<file path="src/sv/tcw_pkg.sv">
// Shared types and constants for the text console writer.
// No dependencies; compiled first.
package tcw_pkg;

  localparam int COLUMNS    = 80;
  localparam int ROWS       = 25;
  localparam int CELL_COUNT = COLUMNS * ROWS;
  localparam int ADDR_W     = $clog2(CELL_COUNT);

  localparam int OPC_W  = 2;
  localparam int CHAR_W = 8;
  localparam int IDX_W  = 11;
  localparam int COL_W  = 7;
  localparam int ROW_W  = 5;
  localparam int APB_AW = 3;
  localparam int APB_DW = 32;

  localparam logic [CHAR_W-1:0] NEWLINE_CODE = 8'd10;
  localparam logic [CHAR_W-1:0] ATTR_RESET   = 8'h07;

  typedef enum logic [OPC_W-1:0] {
    OP_PUT   = 2'd0,
    OP_CLEAR = 2'd1,
    OP_READ  = 2'd2,
    OP_NONE  = 2'd3
  } opcode_t;

  typedef enum logic [2:0] {
    ST_CLR,
    ST_IDLE,
    ST_EVAL,
    ST_SC_PRIME,
    ST_SCROLL,
    ST_RD_DATA,
    ST_FIN
  } state_t;

  typedef struct packed {
    logic [CHAR_W-1:0] attr;
    logic [CHAR_W-1:0] chr;
  } cell_t;

  typedef struct packed {
    logic [CHAR_W-1:0] cell_char;
    logic [CHAR_W-1:0] cell_attr;
    logic [COL_W-1:0]  cursor_col;
    logic [ROW_W-1:0]  cursor_row;
  } rsp_t;

  typedef struct packed {
    logic valid;
    rsp_t data;
  } emit_t;

  typedef struct packed {
    logic              we;
    logic [ADDR_W-1:0] waddr;
    cell_t             wdata;
    logic              re;
    logic [ADDR_W-1:0] raddr;
  } mem_req_t;

endpackage

</file>
<file path="src/sv/tcw_seq.sv">
// Sequencer: cursor, put/read/clear control, scroll and clear sweeps.
// Depends on tcw_pkg; drives the cell RAM through a mem_req_t.
module tcw_seq (
  input  logic                      clk,
  input  logic                      rst,
  input  logic                      cmd_valid,
  output logic                      cmd_ready,
  input  logic [tcw_pkg::OPC_W-1:0]  opcode,
  input  logic [tcw_pkg::CHAR_W-1:0] char_code,
  input  logic [tcw_pkg::IDX_W-1:0]  cell_index,
  input  logic [tcw_pkg::CHAR_W-1:0] text_attribute,
  input  logic                      out_free,
  output tcw_pkg::emit_t            emit,
  output tcw_pkg::mem_req_t         mem,
  input  tcw_pkg::cell_t            rdata
);
  import tcw_pkg::*;

  state_t             state, state_next;
  logic [ADDR_W-1:0]  cnt, cnt_next;
  logic [COL_W-1:0]   col, col_next;
  logic [ROW_W-1:0]   row, row_next;
  logic               wrapped, wrapped_next;
  logic               clr_op, clr_op_next;
  logic               idx_ok, idx_ok_next;
  logic [CHAR_W-1:0]  chr, chr_next;

  logic               nl, need_wrap, last_cell;
  logic [ADDR_W-1:0]  put_addr;
  logic [ADDR_W:0]    sc_raddr;

  assign nl        = (chr == NEWLINE_CODE);
  assign need_wrap = !wrapped && (nl || (col > COL_W'(COLUMNS - 1)));
  assign last_cell = (cnt == ADDR_W'(CELL_COUNT - 1));
  assign put_addr  = ADDR_W'(ADDR_W'(row) * ADDR_W'(COLUMNS)) + ADDR_W'(col);
  // source row for the next scroll write, one line below
  assign sc_raddr  = (ADDR_W + 1)'(cnt) + (ADDR_W + 1)'(COLUMNS + 1);

  always_ff @(posedge clk) begin
    if (rst) begin
      state   <= ST_CLR;
      cnt     <= '0;
      col     <= '0;
      row     <= '0;
      wrapped <= 1'b0;
      clr_op  <= 1'b0;
    end else begin
      state   <= state_next;
      cnt     <= cnt_next;
      col     <= col_next;
      row     <= row_next;
      wrapped <= wrapped_next;
      clr_op  <= clr_op_next;
    end
  end

  always_ff @(posedge clk) begin
    chr    <= chr_next;
    idx_ok <= idx_ok_next;
  end

  always_comb begin
    state_next   = state;
    cnt_next     = cnt;
    col_next     = col;
    row_next     = row;
    wrapped_next = wrapped;
    clr_op_next  = clr_op;
    chr_next     = chr;
    idx_ok_next  = idx_ok;
    cmd_ready    = 1'b0;
    emit         = '0;
    mem          = '0;

    case (state)
      ST_CLR: begin
        mem.we    = 1'b1;
        mem.waddr = cnt;
        cnt_next  = cnt + 1'b1;
        if (last_cell) begin
          cnt_next   = '0;
          state_next = clr_op ? ST_FIN : ST_IDLE;
        end
      end

      ST_IDLE: begin
        cmd_ready = 1'b1;
        if (cmd_valid) begin
          chr_next     = char_code;
          wrapped_next = 1'b0;
          case (opcode_t'(opcode))
            OP_PUT: state_next = ST_EVAL;
            OP_CLEAR: begin
              cnt_next    = '0;
              col_next    = '0;
              row_next    = '0;
              clr_op_next = 1'b1;
              state_next  = ST_CLR;
            end
            OP_READ: begin
              idx_ok_next = ({1'b0, cell_index} < (IDX_W + 1)'(CELL_COUNT));
              mem.re      = idx_ok_next;
              mem.raddr   = ADDR_W'(cell_index);
              state_next  = ST_RD_DATA;
            end
            default: state_next = ST_FIN;
          endcase
        end
      end

      ST_EVAL: begin
        if (need_wrap) begin
          if (row >= ROW_W'(ROWS)) begin
            row_next   = ROW_W'(ROWS - 1);
            state_next = ST_SC_PRIME;
          end else begin
            col_next     = '0;
            row_next     = row + 1'b1;
            wrapped_next = 1'b1;
          end
        end else if (nl) begin
          if (out_free) begin
            emit.valid = 1'b1;
            state_next = ST_IDLE;
          end
        end else if (row > ROW_W'(ROWS - 1)) begin
          // deferred scroll before a printable character
          row_next   = ROW_W'(ROWS - 1);
          state_next = ST_SC_PRIME;
        end else if (out_free) begin
          mem.we         = 1'b1;
          mem.waddr      = put_addr;
          mem.wdata.chr  = chr;
          mem.wdata.attr = text_attribute;
          col_next       = col + 1'b1;
          emit.valid     = 1'b1;
          state_next     = ST_IDLE;
        end
      end

      ST_SC_PRIME: begin
        mem.re     = 1'b1;
        mem.raddr  = ADDR_W'(COLUMNS);
        cnt_next   = '0;
        state_next = ST_SCROLL;
      end

      ST_SCROLL: begin
        // write cnt from the row below (blank on the last row), read one ahead; addresses never meet
        mem.we    = 1'b1;
        mem.waddr = cnt;
        if (cnt < ADDR_W'(CELL_COUNT - COLUMNS)) begin
          mem.wdata = rdata;
        end
        mem.re    = (sc_raddr < (ADDR_W + 1)'(CELL_COUNT));
        mem.raddr = sc_raddr[ADDR_W-1:0];
        cnt_next  = cnt + 1'b1;
        if (last_cell) begin
          cnt_next   = '0;
          state_next = ST_EVAL;
        end
      end

      ST_RD_DATA: begin
        if (out_free) begin
          emit.valid = 1'b1;
          if (idx_ok) begin
            emit.data.cell_char = rdata.chr;
            emit.data.cell_attr = rdata.attr;
          end
          state_next = ST_IDLE;
        end
      end

      ST_FIN: begin
        if (out_free) begin
          emit.valid  = 1'b1;
          clr_op_next = 1'b0;
          state_next  = ST_IDLE;
        end
      end

      default: state_next = ST_IDLE;
    endcase

    emit.data.cursor_col = col_next;
    emit.data.cursor_row = row_next;
  end

`ifndef ASSERT_OFF
  a_row_bound: assert property (@(posedge clk) disable iff (rst)
    row <= ROW_W'(ROWS))
    else $error("cursor row beyond pending row");

  a_idle_col: assert property (@(posedge clk) disable iff (rst)
    (state == ST_IDLE) |-> (col <= COL_W'(COLUMNS)))
    else $error("cursor column out of range at idle");

  a_no_rw_clash: assert property (@(posedge clk) disable iff (rst)
    (mem.we && mem.re) |-> (mem.waddr != mem.raddr))
    else $error("read and write to the same cell in one cycle");

  a_emit_ends: assert property (@(posedge clk) disable iff (rst)
    emit.valid |=> (state == ST_IDLE))
    else $error("word emitted without returning to idle");
`endif

endmodule

</file>
<file path="config.mk">
export PLATFORM = sky130hd
export DESIGN_NAME = tcw_seq
export DESIGN_NICKNAME = d
export VERILOG_FILES = /design/src/sv/tcw_pkg.sv /design/src/sv/tcw_seq.sv
export SDC_FILE = /design/constraint.sdc
export NUM_CORES = 1
export LEC_CHECK = 0
export ABC_AREA = 1
export BUFFER_PORTS_ARGS = -buffer_cell sky130_fd_sc_hd__buf_2
export CELL_PAD_IN_SITES_DETAIL_PLACEMENT = 0
export CELL_PAD_IN_SITES_GLOBAL_PLACEMENT = 2
export CORE_UTILIZATION = 26
export CTS_CLUSTER_SIZE = 14
export DETAILED_ROUTE_END_ITERATION = 10
export GPL_TIMING_DRIVEN = 0
export HOLD_SLACK_MARGIN = 0.06
export PLACE_DENSITY_LB_ADDON = 0.1
export SKIP_LAST_GASP = 1
export SLEW_MARGIN = 5
export SYNTH_ARGS = -nofsm -noshare
export SYNTH_HDL_FRONTEND = slang
export SYNTH_SLANG_ARGS = --single-unit
</file>
<file path="constraint.sdc">
create_clock -name clk -period 2.2 [get_ports clk]
set_input_delay 0.11 -clock clk [delete_from_list [all_inputs] [get_ports clk]]
set_output_delay 0.11 -clock clk [all_outputs]
set_load 0.02 [all_outputs]
</file>
## After elaboration in Yosys (flattened, before gate mapping)

Cells that the tools add are included.

- Reductions and logical operators: 16
- Mux-type cells: 57
- Magnitude comparators: 6
- Equality and inequality tests: 18
- $add $sub $neg: 5
- $mul: 1

Operator list:

| cell | count |
|---|---|
| 2-to-1 mux 28 bit | 4 |
| 2-to-1 mux 7 bit | 7 |
| 2-to-1 mux 16 bit | 3 |
| case mux 12 bit (3 select lines) | 1 |
| 2-to-1 mux 11 bit | 3 |
| case mux 11 bit (3 select lines) | 1 |
| case mux 16 bit (2 select lines) | 1 |
| 2-to-1 mux 5 bit | 6 |
| 2-to-1 mux 3 bit | 9 |
| 2-to-1 mux 12 bit | 2 |
| case mux 12 bit (2 select lines) | 1 |
| < comparator 11 bit, second input constant | 2 |
| case mux 3 bit (6 select lines) | 1 |
| 2-to-1 mux 17 bit | 1 |
| case mux 7 bit (2 select lines) | 1 |
| adder 11 x 7 -> 12 bit, second input constant | 1 |
| < comparator 12 x 11 -> 1 bit, second input constant | 1 |
| inequality test 2 bit, second input constant | 6 |
| AND reduction 4 bit | 3 |
| adder 11 x 1 -> 11 bit, second input constant | 1 |
| adder 11 x 7 -> 11 bit | 1 |
| == test 11 bit, second input constant | 1 |
| 2-to-1 mux 1 bit | 11 |
| case mux 5 bit (2 select lines) | 1 |
| other kinds (27) | 34 |

- Word-level logic and storage cells: 111
- Output and inout port bits: 70
- Bits in registers: 37

## Depth between registers and ports, before layout

- Word-level depth: 7
- Mapped depth: 12

## Least setup slack after synthesis

Ideal clock, no wire load.

- Path kind: reg-to-output
- Start point: register row[1]
- End point: output port mem[38] (netlist bit)
- Data arrival time: 2.036 ns
- Stages on the path, launching flop included: 10
- Setup slack: 0.054 ns
- Cell sequence: dfxtp_1 ha_1 ha_1 inv_1 fa_1 inv_1 nand2_1 nor2_1 xor2_1 o22ai_1

RTL lines:

| item | line | text |
|---|---|---|
| start, declared | tcw_seq.sv:22 | `logic [ROW_W-1:0] row, row_next;` |
| start signal, assigned | tcw_seq.sv:51 | `row <= row_next;` |
| end, declared | tcw_seq.sv:14 | `output tcw_pkg::mem_req_t mem,` |

==> impl_summary.log <==
[metrics] run status: finished with violations
[metrics] violated checks: setup timing
[metrics] initial core utilization: 27.13%
[metrics] total power density per cell area: 297.8 nW/µm²
[metrics] remaining antenna violation count: 0
[metrics] logic depth of the worst register-to-register path: 7
[metrics] final routed DRC violation total: 0
[metrics] f_max: 432.2 MHz
[metrics] slowest stage cell on the critical path: sky130_fd_sc_hd__fa_2
[metrics] slew margin rel.: 55.16%
[metrics] global routing usage on met1: 24.25%
[metrics] main area contributors after synthesis: sky130_fd_sc_hd__dfxtp_1 (17%), sky130_fd_sc_hd__nand2_1 (15%), sky130_fd_sc_hd__inv_1 (10%)
[metrics] share of synthesized flip-flops with an asynchronous set or reset: 0%
[metrics] standard-cell row count: 40
[metrics] slew at the pin closest to its max-slew limit: slightly below 700 ps
[metrics] gp weighted congestion: 0.8060
[metrics] CTS clk-pin slew, worst paths: 60 ps
[metrics] number of standard cells in the final layout excluding fillers: 870
[metrics] pin count of the biggest net entering global routing: 11
[metrics] Final TNS setup: -208.5 ps
[metrics] FF+latch count, synth: 37
[metrics] global-route met3 utilization: 2.741%
[metrics] IO Count: 119
[metrics] overall routed net length: 12.82 mm
[metrics] vias in the first global route: 3,843
[metrics] post-synthesis instance area: 3313 µm²
[metrics] cell taking the most area after synthesis: sky130_fd_sc_hd__dfxtp_1
[metrics] first-pass iteration count of the detailed router: 5
[metrics] sequential fraction of the synthesis area: 25.08%
[metrics] detailed router's first-iteration violation count: 158
[metrics] worst path setup slack after routing: -113.5 ps
[metrics] fraction of layout instances using a drive strength above 1: a little under two fifths
[metrics] clock skew after layout: 4.275 ps
[metrics] Yosys warning total: 0
[metrics] share of the synthesized area in the top cell type: between 10% and 20%
[metrics] leading cell types in the layout, fill and taps excluded: sky130_fd_sc_hd__nand2_1 (121), sky130_fd_sc_hd__buf_2 (105), sky130_fd_sc_hd__inv_1 (84)
[metrics] Die X: about 110 µm
[metrics] total instance count after detailed placement: approximately 810
[metrics] Final period util: 105.2%
[metrics] die area: 13,200 µm²
[metrics] GRT busiest layer: met2
[metrics] met2 usage: approximately a third
[metrics] overflow left after global routing: 0
[metrics] final design utilization: 42.79%
[metrics] H-tree depth: 2
[metrics] number of slew-limit violations in the final report: 0
[metrics] highest ir drop seen on vdd: roughly 0.00023 V
[metrics] initial antenna violation count: 0
[metrics] unrepaired setup endpoints after global routing: yes
[metrics] per-instance average area after synthesis: 6.335 µm²
[metrics] ordered list of cells on the worst path: ha_4 > ha_4 > inv_2 > fa_2 > inv_2 > nand2_2 > nor2_2 > xor2_1 > o22ai_1 > buf_4
[metrics] EDFF count, synth: 9
[metrics] max-cap check violation count: 0
[metrics] clock tree root buffer cell: sky130_fd_sc_hd__clkbuf_16
[metrics] vias: ~4,000
[metrics] Most used DFF post-synth: sky130_fd_sc_hd__dfxtp_1
[metrics] most frequent standard cell in the layout excluding fill and tap cells: sky130_fd_sc_hd__nand2_1
[metrics] post-synthesis net count: 593
[metrics] Chip Height: around 110 µm
[metrics] Skew-Pair Late Insertion Delay: 280 ps
[metrics] worst hold path stage count: 4
[metrics] first-pass GRT wire length: 19.45 mm
[metrics] area growth from synthesis to layout: 57.70%
[metrics] number of diodes: 0
[metrics] count of endpoints failing setup in the final report: 3
[metrics] crit path DAT: 2200 ps
[metrics] final count of hold timing violations: 0
[metrics] aggregate global-route resource usage: 18.97%
[metrics] Hold/Removal Path Class: primary input to flop
[metrics] largest fanout on the critical path: 2
[metrics] count of buffers from port buffering: 118
[metrics] number of cells produced by synthesis: 523
[metrics] fill cell instance count of the final layout: 1,342
[metrics] Post-DP HPWL: 9.591 mm
[metrics] Longest Clk Path Bufs: 2
[metrics] Final Net Count: 771
[metrics] number of vias per cell: between 4 and 5
[metrics] kind of capture point of the worst setup path: output port
[metrics] Critical Path RT: 2090 ps
[metrics] post-synthesis cell type count: 37
[metrics] Num CTS Buffers: 5
[metrics] CTS tree: yes
[metrics] wire length per cell: roughly 15 µm
[metrics] static power due to leakage: 2.559 nW
[metrics] minimum hold slack: 220.4 ps
[metrics] TritonCTS Sinks: 37
[metrics] CP Launch Type: flop
[metrics] classification of the worst setup path: flop to output port
[metrics] delay of the slowest cell on the worst path: 530 ps
[metrics] area of the placeable core: about 12,000 µm²
[metrics] shortest period the worst path allows: 2314 ps
-- area by class of cell --
cell class	instances	area [µm²]	share of cell area, %
Buffer	15	105.1	2.011
Clock buffer	8	136.4	2.610
Inverter	94	361.6	6.921
Multi-Input combinational cell	378	2451	46.91
Sequential cell	37	867.1	16.59
Tap cell	168	210.2	4.023
Timing Repair Buffer	170	1094	20.93
-- critical path, delay by kind of cell, from the launching register on --
kind,cells,cell delay (ps)
flip-flops,1,350
XOR/XNOR,1,170
adder cells (fa/ha/maj),3,920
AND/OR/NAND/NOR,2,100
buffers and inverters,3,250
AO/OA/AOI/OAI,1,140
-- metal layers --
layer | routed length [µm] | share of wire (%)
met4 | 168 | 1.3
met2 | 6124 | 48
met3 | 619 | 4.8
met1 | 5904 | 46
met5 | 0 | 0
-- synth_stat cells, types with 5 or more instances --
master / count
sky130_fd_sc_hd__a21oi_1: 29
sky130_fd_sc_hd__nor3_1: 5
sky130_fd_sc_hd__nor2_1: 45
sky130_fd_sc_hd__edfxtp_1: 9
sky130_fd_sc_hd__nand2_1: 135
sky130_fd_sc_hd__dfxtp_1: 28
sky130_fd_sc_hd__inv_1: 90
sky130_fd_sc_hd__clkbuf_1: 9
sky130_fd_sc_hd__nand3_1: 36
sky130_fd_sc_hd__o21ai_0: 25
sky130_fd_sc_hd__o211ai_1: 6
sky130_fd_sc_hd__a31oi_1: 5
sky130_fd_sc_hd__xor2_1: 9
sky130_fd_sc_hd__buf_2: 5
sky130_fd_sc_hd__ha_1: 19
sky130_fd_sc_hd__nand4_1: 7
sky130_fd_sc_hd__o22ai_1: 9
sky130_fd_sc_hd__o32ai_1: 16
-- flip-flops by register name, indices dropped and copies added, names as in the netlist --
name	count
row	5
state	3
clr_op	1
col	7
cnt	11
wrapped	1
chr	8
idx_ok	1
-- power by group --
part / switching, mW / leakage [nW] / internal [mW]
logic: 0.0779 / 2.18 / 0.0700
registers: 0.0105 / 0.316 / 0.695
clock network: 0.281 / 0.0652 / 0.422
-- what timing repair did --
item                                    in CTS  in global routing
pin swaps                                   12                 23
endpoints found under the hold margin        8                  0
gates resized for setup                     60                 91
hold buffers                                 8                  0
buffers inserted                            19                 23
endpoints found under the setup margin      63                 60
gates cloned                                 0                  3
-- through the flow --
| stage | setup WS (ps) | power [mW] | area [µm²] |
|---|---|---|---|
| after floorplan | 54.21 | 0.7743 | 3313 |
| after global placement | -415.6 | 0.8450 | 4114 |
| after detailed placement | -387.4 | 0.8461 | 4114 |
| after CTS | -163.1 | 1.575 | 4666 |
| after global routing | -178.0 | 1.625 | 5225 |
| final | -113.5 | 1.556 | 5225 |
-- final timing paths --
path / from / to / slack [ps]
setup reg to reg: cnt[8] / cnt[7] / 260
hold / removal: cell_index[9] / idx_ok / 220
hold reg to reg: cnt[10] / cnt[10] / 490
setup / recovery: row[1] / mem[38] / -110
-- cells by family (layout without fill, tap and decap cells) --
kind of cell / after synthesis / count (layout) / synth area share (%)
flip-flops: 37 / 37 / 25.08
adder cells (fa/ha/maj): 21 / 21 / 8.384
buffers and inverters: 109 / 287 / 12.58
AND/OR/NAND/NOR: 242 / 242 / 31.27
XOR/XNOR: 13 / 13 / 3.437
AO/OA/AOI/OAI: 101 / 102 / 19.26
No activity file was read; power rests on OpenSTA's default activity.
